<file path="src/rtl/rsdat_pkg.sv">
// Shared types, codes and constants for the stream deframer and ack tracker.
// Used by every module of the block; depends on nothing.
package rsdat_pkg;

    localparam int unsigned QUEUE_DEPTH_DEF = 4;

    localparam logic [31:0] MAX_UNACKED_RST = 32'd65536;
    localparam logic [31:0] AUTO_ACK_RST    = 32'd10240;

    // Highest legal size code in a header nibble.
    localparam logic [3:0] MAX_SIZE_CODE = 4'd4;

    // Configuration register indexes.
    localparam logic CFG_MAX_UNACKED = 1'b0;
    localparam logic CFG_AUTO_ACK    = 1'b1;

    // Send verdict codes.
    localparam logic [1:0] ST_ACCEPT = 2'd0;
    localparam logic [1:0] ST_REFUSE = 2'd1;

    typedef enum logic [2:0] {
        EV_DATA    = 3'd0,
        EV_VERDICT = 3'd1,
        EV_ACKREQ  = 3'd2,
        EV_HDRERR  = 3'd3,
        EV_SEND    = 3'd4
    } t_event;

    typedef enum logic [1:0] {
        ST_OK      = 2'd0,
        ST_REPEAT  = 2'd1,
        ST_SMALLER = 2'd2,
        ST_SHORT   = 2'd3
    } t_ack_st;

    typedef enum logic [1:0] {
        OP_DATA = 2'd0,
        OP_DONE = 2'd1,
        OP_SEND = 2'd2,
        OP_HERR = 2'd3
    } t_op;

    // Command passed from the parser to the accounting side.
    typedef struct packed {
        t_op         op;
        logic [7:0]  data;
        logic [63:0] ack;
        logic [31:0] len;
        logic        ack_chk;
        logic        rx_upd;
    } t_cmd;

    // Field size in bytes for a legal size code.
    function automatic logic [3:0] code_bytes(input logic [2:0] code);
        logic [3:0] n;
        case (code)
            3'd0:    n = 4'd0;
            3'd1:    n = 4'd1;
            3'd2:    n = 4'd2;
            3'd3:    n = 4'd4;
            3'd4:    n = 4'd8;
            default: n = 4'd0;
        endcase
        return n;
    endfunction

endpackage

</file>
<file path="src/rtl/rsdat_front.sv">
// Packet parser: classifies each accepted word and issues commands.
// Depends on rsdat_pkg.
module rsdat_front import rsdat_pkg::*; (
    input  logic        i_clk,
    input  logic        i_rst_n,
    input  logic        i_accept,
    input  logic        i_kind,
    input  logic [7:0]  i_link_byte,
    input  logic [31:0] i_send_len,
    output logic        o_push,
    output t_cmd        o_cmd
);

    typedef enum logic [1:0] {
        PH_HDR = 2'd0,
        PH_ACK = 2'd1,
        PH_LEN = 2'd2,
        PH_PAY = 2'd3
    } t_phase;

    t_phase      r_phase, n_phase;
    logic [2:0]  r_ack_code, n_ack_code;
    logic [2:0]  r_len_code, n_len_code;
    logic [2:0]  r_idx, n_idx;
    logic [63:0] r_ack, n_ack;
    logic [31:0] r_plen, n_plen;
    logic [31:0] r_prem, n_prem;

    logic [3:0]  w_ac, w_lc;
    logic [2:0]  w_idx_inc;
    logic [63:0] w_ack_or;
    logic [31:0] w_len_or;
    logic [31:0] w_prem_dec;

    always_comb begin
        n_phase    = r_phase;
        n_ack_code = r_ack_code;
        n_len_code = r_len_code;
        n_idx      = r_idx;
        n_ack      = r_ack;
        n_plen     = r_plen;
        n_prem     = r_prem;
        o_push     = 1'b0;
        o_cmd      = '0;
        w_ac       = i_link_byte[3:0];
        w_lc       = i_link_byte[7:4];
        w_idx_inc  = r_idx + 3'd1;
        w_ack_or   = r_ack | ({56'd0, i_link_byte} << {r_idx, 3'b000});
        w_len_or   = r_plen;
        if (!r_idx[2]) begin
            w_len_or = r_plen | ({24'd0, i_link_byte} << {r_idx[1:0], 3'b000});
        end
        w_prem_dec = (r_prem != 32'd0) ? r_prem - 32'd1 : r_prem;

        if (i_accept) begin
            if (i_kind) begin
                o_push    = 1'b1;
                o_cmd.op  = OP_SEND;
                o_cmd.len = i_send_len;
            end else begin
                unique case (r_phase)
                    PH_HDR: begin
                        if (w_ac > MAX_SIZE_CODE || w_lc > MAX_SIZE_CODE) begin
                            o_push   = 1'b1;
                            o_cmd.op = OP_HERR;
                        end else begin
                            n_ack_code = w_ac[2:0];
                            n_len_code = w_lc[2:0];
                            n_ack      = '0;
                            n_plen     = '0;
                            n_prem     = '0;
                            n_idx      = '0;
                            if (code_bytes(w_ac[2:0]) != 4'd0) begin
                                n_phase = PH_ACK;
                            end else if (code_bytes(w_lc[2:0]) != 4'd0) begin
                                n_phase = PH_LEN;
                            end else begin
                                n_phase = PH_HDR;
                            end
                        end
                    end
                    PH_ACK: begin
                        n_ack = w_ack_or;
                        n_idx = w_idx_inc;
                        if (w_idx_inc == 3'd0 ||
                            {1'b0, w_idx_inc} >= code_bytes(r_ack_code)) begin
                            n_idx = '0;
                            if (code_bytes(r_len_code) != 4'd0) begin
                                n_phase = PH_LEN;
                            end else begin
                                n_phase = PH_HDR;
                                if (w_ack_or != 64'd0) begin
                                    o_push        = 1'b1;
                                    o_cmd.op      = OP_DONE;
                                    o_cmd.ack     = w_ack_or;
                                    o_cmd.ack_chk = 1'b1;
                                end
                            end
                        end
                    end
                    PH_LEN: begin
                        n_plen = w_len_or;
                        n_idx  = w_idx_inc;
                        if (w_idx_inc == 3'd0 ||
                            {1'b0, w_idx_inc} >= code_bytes(r_len_code)) begin
                            n_idx = '0;
                            if (w_len_or != 32'd0) begin
                                n_prem  = w_len_or;
                                n_phase = PH_PAY;
                            end else begin
                                n_phase = PH_HDR;
                                if (r_ack != 64'd0) begin
                                    o_push        = 1'b1;
                                    o_cmd.op      = OP_DONE;
                                    o_cmd.ack     = r_ack;
                                    o_cmd.ack_chk = 1'b1;
                                end
                            end
                        end
                    end
                    PH_PAY: begin
                        o_push     = 1'b1;
                        o_cmd.op   = OP_DATA;
                        o_cmd.data = i_link_byte;
                        n_prem     = w_prem_dec;
                        if (w_prem_dec == 32'd0) begin
                            // Last payload byte closes the packet.
                            o_cmd.ack     = r_ack;
                            o_cmd.ack_chk = (r_ack != 64'd0);
                            o_cmd.len     = r_plen;
                            o_cmd.rx_upd  = (r_plen != 32'd0);
                            n_phase       = PH_HDR;
                            n_idx         = '0;
                        end
                    end
                    default: begin
                        n_phase = PH_HDR;
                    end
                endcase
            end
        end
    end

    always_ff @(posedge i_clk) begin
        if (!i_rst_n) begin
            r_phase    <= PH_HDR;
            r_ack_code <= '0;
            r_len_code <= '0;
            r_idx      <= '0;
            r_ack      <= '0;
            r_plen     <= '0;
            r_prem     <= '0;
        end else begin
            r_phase    <= n_phase;
            r_ack_code <= n_ack_code;
            r_len_code <= n_len_code;
            r_idx      <= n_idx;
            r_ack      <= n_ack;
            r_plen     <= n_plen;
            r_prem     <= n_prem;
        end
    end

endmodule

</file>
<file path="src/rtl/rsdat_fifo.sv">
// Short command queue between the parser and the accounting side.
// Depends on rsdat_pkg for the command type.
module rsdat_fifo import rsdat_pkg::*; #(
    parameter int unsigned DEPTH = QUEUE_DEPTH_DEF
) (
    input  logic i_clk,
    input  logic i_rst_n,
    input  logic i_push,
    input  t_cmd i_data,
    input  logic i_pop,
    output t_cmd o_data,
    output logic o_empty,
    output logic o_full
);

    localparam int unsigned PW = (DEPTH > 1) ? $clog2(DEPTH) : 1;
    localparam int unsigned CW = $clog2(DEPTH + 1);

    t_cmd          r_mem [DEPTH];
    logic [PW-1:0] r_wptr, r_rptr;
    logic [CW-1:0] r_cnt;
    logic          w_push, w_pop;

    assign o_empty = (r_cnt == '0);
    assign o_full  = (r_cnt == CW'(DEPTH));
    assign w_push  = i_push && !o_full;
    assign w_pop   = i_pop && !o_empty;
    assign o_data  = r_mem[r_rptr];

    always_ff @(posedge i_clk) begin
        if (w_push) begin
            r_mem[r_wptr] <= i_data;
        end
    end

    always_ff @(posedge i_clk) begin
        if (!i_rst_n) begin
            r_wptr <= '0;
            r_rptr <= '0;
            r_cnt  <= '0;
        end else begin
            if (w_push) begin
                r_wptr <= (r_wptr == PW'(DEPTH - 1)) ? '0 : r_wptr + PW'(1);
            end
            if (w_pop) begin
                r_rptr <= (r_rptr == PW'(DEPTH - 1)) ? '0 : r_rptr + PW'(1);
            end
            if (w_push && !w_pop) begin
                r_cnt <= r_cnt + CW'(1);
            end else if (w_pop && !w_push) begin
                r_cnt <= r_cnt - CW'(1);
            end
        end
    end

endmodule

</file>
<file path="src/rtl/rsdat_back.sv">
// Ack, receive and send accounting with the registered result stage.
// Depends on rsdat_pkg; takes commands from rsdat_fifo.
module rsdat_back import rsdat_pkg::*; (
    input  logic        i_clk,
    input  logic        i_rst_n,
    input  logic        i_cfg_we,
    input  logic        i_cfg_idx,
    input  logic [31:0] i_cfg_data,
    input  logic        i_head_vld,
    input  t_cmd        i_head,
    output logic        o_pop,
    input  logic        i_out_stall,
    output logic        o_out_valid,
    output logic [2:0]  o_event_res,
    output logic [7:0]  o_data_byte,
    output logic [63:0] o_offset,
    output logic [1:0]  o_status,
    output logic        o_last
);

    logic [31:0] r_max_unacked, r_auto_thr;
    logic [63:0] r_remote, r_rx_off, r_req_off;
    logic [31:0] r_unacked, r_auto_cnt;
    logic        r_busy, r_rem_verd, r_rem_req;
    t_ack_st     r_vst;

    logic        r_ovld, r_last;
    t_event      r_ev;
    logic [7:0]  r_byte;
    logic [63:0] r_off;
    logic [1:0]  r_st;

    logic [63:0] c_delta, c_rx_off;
    t_ack_st     c_vst;
    logic [32:0] c_cnt_sum, c_snd_sum;
    logic [31:0] c_cnt_sat;
    logic        c_pkt, c_req, c_refuse;

    logic        w_load, w_fire, w_last;
    t_event      w_ev;
    logic [7:0]  w_byte;
    logic [63:0] w_off;
    logic [1:0]  w_st;

    // Ack verdict against the remote offset and the unacked window.
    always_comb begin
        c_delta = i_head.ack - r_remote;
        if (r_remote == i_head.ack) begin
            c_vst = ST_REPEAT;
        end else if (r_remote > i_head.ack) begin
            c_vst = ST_SMALLER;
        end else if ((|c_delta[63:32]) || (c_delta[31:0] > r_unacked)) begin
            c_vst = ST_SHORT;
        end else begin
            c_vst = ST_OK;
        end
    end

    assign c_pkt     = (i_head.op == OP_DATA) || (i_head.op == OP_DONE);
    assign c_cnt_sum = {1'b0, r_auto_cnt} + {1'b0, i_head.len};
    assign c_cnt_sat = c_cnt_sum[32] ? '1 : c_cnt_sum[31:0];
    assign c_rx_off  = r_rx_off + {32'd0, i_head.len};
    assign c_req     = c_pkt && i_head.rx_upd && (c_cnt_sat >= r_auto_thr);
    assign c_snd_sum = {1'b0, r_unacked} + {1'b0, i_head.len};
    assign c_refuse  = c_snd_sum >= {1'b0, r_max_unacked};

    assign w_load = !r_ovld || !i_out_stall;
    assign w_fire = i_head_vld && w_load;
    assign o_pop  = w_fire && w_last;

    always_comb begin
        w_ev   = EV_DATA;
        w_byte = '0;
        w_off  = '0;
        w_st   = '0;
        w_last = 1'b1;
        if (r_busy) begin
            if (r_rem_verd) begin
                w_ev   = EV_VERDICT;
                w_off  = i_head.ack;
                w_st   = r_vst;
                w_last = !r_rem_req;
            end else begin
                w_ev  = EV_ACKREQ;
                w_off = r_req_off;
            end
        end else begin
            unique case (i_head.op)
                OP_DATA: begin
                    w_ev   = EV_DATA;
                    w_byte = i_head.data;
                    w_last = !(i_head.ack_chk || c_req);
                end
                OP_DONE: begin
                    w_ev   = EV_VERDICT;
                    w_off  = i_head.ack;
                    w_st   = c_vst;
                    w_last = !c_req;
                end
                OP_SEND: begin
                    w_ev = EV_SEND;
                    w_st = c_refuse ? ST_REFUSE : ST_ACCEPT;
                end
                OP_HERR: begin
                    w_ev = EV_HDRERR;
                end
                default: begin
                    w_ev = EV_HDRERR;
                end
            endcase
        end
    end

    always_ff @(posedge i_clk) begin
        if (!i_rst_n) begin
            r_max_unacked <= MAX_UNACKED_RST;
            r_auto_thr    <= AUTO_ACK_RST;
            r_remote      <= '0;
            r_rx_off      <= '0;
            r_req_off     <= '0;
            r_unacked     <= '0;
            r_auto_cnt    <= '0;
            r_busy        <= 1'b0;
            r_rem_verd    <= 1'b0;
            r_rem_req     <= 1'b0;
            r_vst         <= ST_OK;
            r_ovld        <= 1'b0;
            r_ev          <= EV_DATA;
            r_byte        <= '0;
            r_off         <= '0;
            r_st          <= '0;
            r_last        <= 1'b0;
        end else begin
            if (i_cfg_we) begin
                if (i_cfg_idx == CFG_MAX_UNACKED) begin
                    r_max_unacked <= i_cfg_data;
                end else if (i_cfg_idx == CFG_AUTO_ACK) begin
                    r_auto_thr <= i_cfg_data;
                end
            end

            if (w_load) begin
                r_ovld <= w_fire;
            end
            if (w_fire) begin
                r_ev   <= w_ev;
                r_byte <= w_byte;
                r_off  <= w_off;
                r_st   <= w_st;
                r_last <= w_last;

                if (r_busy) begin
                    r_rem_verd <= 1'b0;
                    if (w_last) begin
                        r_busy <= 1'b0;
                    end
                end else begin
                    // All state changes of a command happen on its first word.
                    if (i_head.op == OP_SEND && !c_refuse) begin
                        r_unacked <= c_snd_sum[31:0];
                    end
                    if (c_pkt && i_head.ack_chk && c_vst == ST_OK) begin
                        r_unacked <= r_unacked - c_delta[31:0];
                        r_remote  <= i_head.ack;
                    end
                    if (c_pkt && i_head.rx_upd) begin
                        r_rx_off   <= c_rx_off;
                        r_auto_cnt <= c_req ? '0 : c_cnt_sat;
                    end
                    r_busy     <= !w_last;
                    r_rem_verd <= (i_head.op == OP_DATA) && i_head.ack_chk;
                    r_rem_req  <= c_req;
                    r_vst      <= c_vst;
                    r_req_off  <= c_rx_off;
                end
            end
        end
    end

    assign o_out_valid = r_ovld;
    assign o_event_res = r_ev;
    assign o_data_byte = r_byte;
    assign o_offset    = r_off;
    assign o_status    = r_st;
    assign o_last      = r_last;

endmodule

</file>
<file path="src/rtl/reliable_stream_deframer_ack_tracker_top.sv">
// Each item passes the command queue and then the registered result stage.
// One input word per cycle while the queue has room and each item yields at most one result
// word; an item that yields more (up to three at a packet's end) holds the accounting side.
// A command queue of QUEUE_DEPTH entries lets the parser keep accepting meanwhile.
// Reset is synchronous and active low: the parser expects a header, the queue is empty, all
// counters are zero and the registers return to 65536 and 10240. No clearing pass follows.
module reliable_stream_deframer_ack_tracker_top import rsdat_pkg::*; #(
    parameter int unsigned QUEUE_DEPTH = QUEUE_DEPTH_DEF
) (
    input  logic        i_clk,
    input  logic        i_rst_n,
    // Input channel.
    input  logic        i_in_valid,
    output logic        o_in_stall,
    input  logic        i_kind,
    input  logic [7:0]  i_link_byte,
    input  logic [31:0] i_send_len,
    // Result channel.
    output logic        o_out_valid,
    input  logic        i_out_stall,
    output logic [2:0]  o_event_res,
    output logic [7:0]  o_data_byte,
    output logic [63:0] o_offset,
    output logic [1:0]  o_status,
    output logic        o_last,
    // Configuration write port.
    input  logic        i_cfg_we,
    input  logic        i_cfg_idx,
    input  logic [31:0] i_cfg_data
);

    // The front parser sees every accepted word. Words that only advance the parse
    // (header and field bytes) produce no command; everything else is turned into a
    // command and queued. The input stalls only when the queue is full, so a waiting
    // result word never blocks the link by itself.
    logic w_accept;
    logic w_push;
    t_cmd w_cmd;
    t_cmd w_head;
    logic w_empty;
    logic w_full;
    logic w_pop;

    assign o_in_stall = w_full;
    assign w_accept   = i_in_valid && !w_full;

    rsdat_front u_front (
        .i_clk       (i_clk),
        .i_rst_n     (i_rst_n),
        .i_accept    (w_accept),
        .i_kind      (i_kind),
        .i_link_byte (i_link_byte),
        .i_send_len  (i_send_len),
        .o_push      (w_push),
        .o_cmd       (w_cmd)
    );

    rsdat_fifo #(
        .DEPTH (QUEUE_DEPTH)
    ) u_fifo (
        .i_clk   (i_clk),
        .i_rst_n (i_rst_n),
        .i_push  (w_push),
        .i_data  (w_cmd),
        .i_pop   (w_pop),
        .o_data  (w_head),
        .o_empty (w_empty),
        .o_full  (w_full)
    );

    // The back side works through the queue in order. It commits all state changes of
    // a command on that command's first result word and replays any remaining words
    // (ack verdict, then ack request) as later result words. The output register
    // loads whenever it is empty or its word is being taken.
    rsdat_back u_back (
        .i_clk       (i_clk),
        .i_rst_n     (i_rst_n),
        .i_cfg_we    (i_cfg_we),
        .i_cfg_idx   (i_cfg_idx),
        .i_cfg_data  (i_cfg_data),
        .i_head_vld  (!w_empty),
        .i_head      (w_head),
        .o_pop       (w_pop),
        .i_out_stall (i_out_stall),
        .o_out_valid (o_out_valid),
        .o_event_res (o_event_res),
        .o_data_byte (o_data_byte),
        .o_offset    (o_offset),
        .o_status    (o_status),
        .o_last      (o_last)
    );

endmodule

</file>
<file path="config.mk">
export PLATFORM = sky130hd
export DESIGN_NAME = reliable_stream_deframer_ack_tracker_top
export DESIGN_NICKNAME = d
export VERILOG_FILES = /design/src/rtl/rsdat_pkg.sv /design/src/rtl/rsdat_front.sv /design/src/rtl/rsdat_fifo.sv /design/src/rtl/rsdat_back.sv /design/src/rtl/reliable_stream_deframer_ack_tracker_top.sv
export SDC_FILE = /design/constraint.sdc
export NUM_CORES = 2
export LEC_CHECK = 0
export ABC_AREA = 1
export ABC_CLOCK_PERIOD_IN_PS = 19200
export BUFFER_PORTS_ARGS = -buffer_cell sky130_fd_sc_hd__buf_2
export CAP_MARGIN = 25
export CORE_MARGIN = 1.5
export CORE_UTILIZATION = 64
export DETAILED_ROUTE_END_ITERATION = 12
export PLACE_DENSITY = 0.81
export SYNTH_ARGS = -nofsm -noshare
export SYNTH_HDL_FRONTEND = slang
export SYNTH_HIERARCHICAL = 1
export SYNTH_SLANG_ARGS = --single-unit
</file>
<file path="constraint.sdc">
create_clock -name i_clk -period 19.2 [get_ports i_clk]
set_input_delay 1.92 -clock i_clk [delete_from_list [all_inputs] [get_ports i_clk]]
set_output_delay 1.92 -clock i_clk [all_outputs]
set_load 0.02 [all_outputs]
</file>
==> results.yml <==
pwr:
  ir_worst_vdd_uv: 93.77
  leakage_nw: 28.33
  p_total_mw: 10.35
  power_density_nw_per_um2: 161.6
synthesis:
  synth_cells: 8028
  synth_flop_cell: "dfxtp_1"
  synth-edff-count: 432
  yosysSeqAreaShare_pct: 40.55
  netlist.area_leader.share_pct: 21.90
  syn-cell-area_um2: 59250
  yosysTopAreaCell: "edfxtp_1"
  ys_top_cells_by_area: "edfxtp_1 (22%), dfxtp_1 (19%), nand2_1 (9.3%)"
  synthesis.nets: 8393
  synth_seq_cells: 984
  async_reset_ff_share_pct: 0
  synth.distinct_cells: 61
  avgSynthCellArea_um2: 7.380
  yosys_warnings: 6
placement:
  dpl.hpwl_um: 148200
  gp_congestion: 1.076
  port_buffers: 158
  place_area_um2: 60420
setup_path:
  cp_max_fo: 115
  max_stage_delay_ns: 0.85
  start_kind: "register"
  endpoint_kind: "register"
  slowest_stage: "o21ai_0"
  crit_type: "register to register"
  cpMostUsedCell: "nand2_1"
  crit_family: "compound AO/OA/AOI/OAI gates"
  cp_num_buf_inv: 8
  cp_data_required_time_ns: 19.84
  cp_data_arrival_time_ns: 9.53
clock_tree:
  clock-sinks: 984
  cts_resized: 0
  htreeDepth: 3
  clkTransAtPathRegs_ns: 0.06
  cts_setup_buffers: 0
  cts_buffers: 102
  cts_hold_buf: 0
  clockBufferDepth: 3
  clk_latency_ns: 0.74
  cts_root_buf: "clkbuf_16"
  cts_tree: "done"
timing:
  fin_setup_tns_ns: 0
  period_share_pct: 46.33
  tightest_slew_ns: 1.171
  max-slew-margin-rel_pct: 21.97
  drv_slew: 0
  setup_viol: 0
  max_freq_mhz: 112.4
  fin_crit_ns: 8.896
  rsz0062_at_grt: "false"
  hold_viol: 0
  worst_clock_skew_ns: 0.07290
floorplanning:
  die-area_um2: 94410
  num_rows: 111
  die_x_um: 307.3
  die_h_um: 307.3
  core-area_um2: 91660
  start_util_pct: 64.64
  ios: 159
worst_hold_path:
  worstHoldStart: "u_back/r_remote[12]"
  hold_class: "register to register"
finish:
  drive_above_1_share_pct: 6.976
  nets: 8347
  syn_to_final_growth_pct: 8.105
  fillers: 7557
  most-common-layout-cells: "nand2_1 (1467), inv_1 (1063), nor2_1 (1015), o21ai_0 (666), a21oi_1 (589)"
  final_area_um2: 64050
  n_antenna_cell: 0
  final_common_cell: "nand2_1"
drt:
  via_per_inst: 6.215
  drc: 0
  drtPass1Iterations: 6
  finalWirelength_um: 203800
  ant_nets: 0
  detail_route.wl_per_cell_um: 22.01
  vias: 57524
  drt_iter0_drc: 7690
grt:
  grt_pass1_wl_um: 306600
  gr-total-overflow: 0
  groute.usage.overall_pct: 42.02
  grt_max_degree: 126
  grt_pass1_vias: 52683
  antenna_found_initial: 3
job:
  maxCapViolCount: 0
run_status:
  status: "completed"
logic make-up (layout without fill, tap and decap cells):
group                      Yosys count  count (layout)  share of synthesized area (%)
AOI/OAI and AO/OA                 1739            1739                          16.49
DFF                                984             984                          40.55
adders and majority gates          286             286                          6.116
buffers and inverters             1468            1510                          9.858
xor gates and xnor gates           142             142                          2.099
and+or+nand+nor                   3409            3409                          24.89
cell type report:
cell class	count	area, um^2	share of cell area (%)
clock buffer	129	2714	4.237
clock inverter	63	824.5	1.287
inverter	1089	4098	6.398
multi-input combinational	5576	29480	46.03
sequential	984	24030	37.52
tap	1186	1484	2.317
timing repair buffer	229	1419	2.215
registers in the layout, indices dropped and copies added, names as in the netlist, 8 cells and up, named ones only:
register,flops
u_back/r_auto_cnt,32
u_back/r_auto_thr,32
u_back/r_req_off,64
u_front/r_ack,64
u_back/r_unacked,32
u_back/o_data_byte,8
u_back/r_max_unacked,32
u_front/r_prem,32
u_back/r_remote,64
u_back/o_offset,64
u_fifo/r_mem,432
u_back/r_rx_off,64
u_front/r_plen,32
routing by layer:
layer	vias up	global-route usage (%)	routed length (um)
li1	26898	-	-
met1	26736	56.56	80500
met2	3259	64.26	88190
met3	631	8.224	22800
met4	0	21.93	12260
met5	-	0	0
report_power, final:
part	internal (mW)	total, mW	switching (mW)
clock network	1.19	2.09	0.902
registers	2.55	2.83	0.272
logic	1.63	5.43	3.80
total	5.37	10.3	4.98
Yosys cell counts, drive strengths merged (12+ instances only):
cell type / instances
a211oi: 20
a21o: 12
a21oi: 620
a221oi: 67
a22oi: 16
a31oi: 29
buf: 101
clkbuf: 278
dfxtp: 552
edfxtp: 432
ha: 280
inv: 1079
nand2: 1486
nand3: 373
nand3b: 28
nand4: 304
nor2: 1045
nor3: 101
nor4: 28
o211ai: 62
o21a: 20
o21ai: 712
o21bai: 50
o22ai: 109
or2: 35
xnor2: 69
xor2: 73
metrics by stage:
| step | setup WS, ns | utilization (%) | std cells | hold slack [ns] |
|---|---|---|---|---|
| 4_1_cts | 10.56 | 69.78 | 9252 | 0.4606 |
| 5_1_grt | 9.797 | 69.88 | 9256 | 0.4816 |
| 3_3_place_gp | 11.02 | 65.86 | 9056 | 0.4395 |
| 6_report | 10.30 | 69.88 | 9256 | 0.4586 |
| 2_1_floorplan | 10.46 | - | 8028 | 0.4274 |
| 3_5_place_dp | 10.70 | 65.92 | 9060 | 0.4512 |
path summary, 6_finish.rpt:
kind                                            end  slack [ns]  depth (start not counted)
worst max register to register      u_fifo/r_cnt[2]       10.30                         40
worst min register to register  u_back/r_remote[12]        0.46                          2
worst min-delay path            u_back/r_remote[12]        0.46                          2
worst max-delay path                u_fifo/r_cnt[2]       10.30                         40
worst reg2reg max path: cells and delay by family (launching register included):
kind,cells,cell delay (ns)
DFF,1,0.56
adders and majority gates,4,1.20
AOI/OAI and AO/OA,11,2.69
buffers and inverters,8,2.25
and+or+nand+nor,17,2.10
Power figures use the tool's default switching activity.
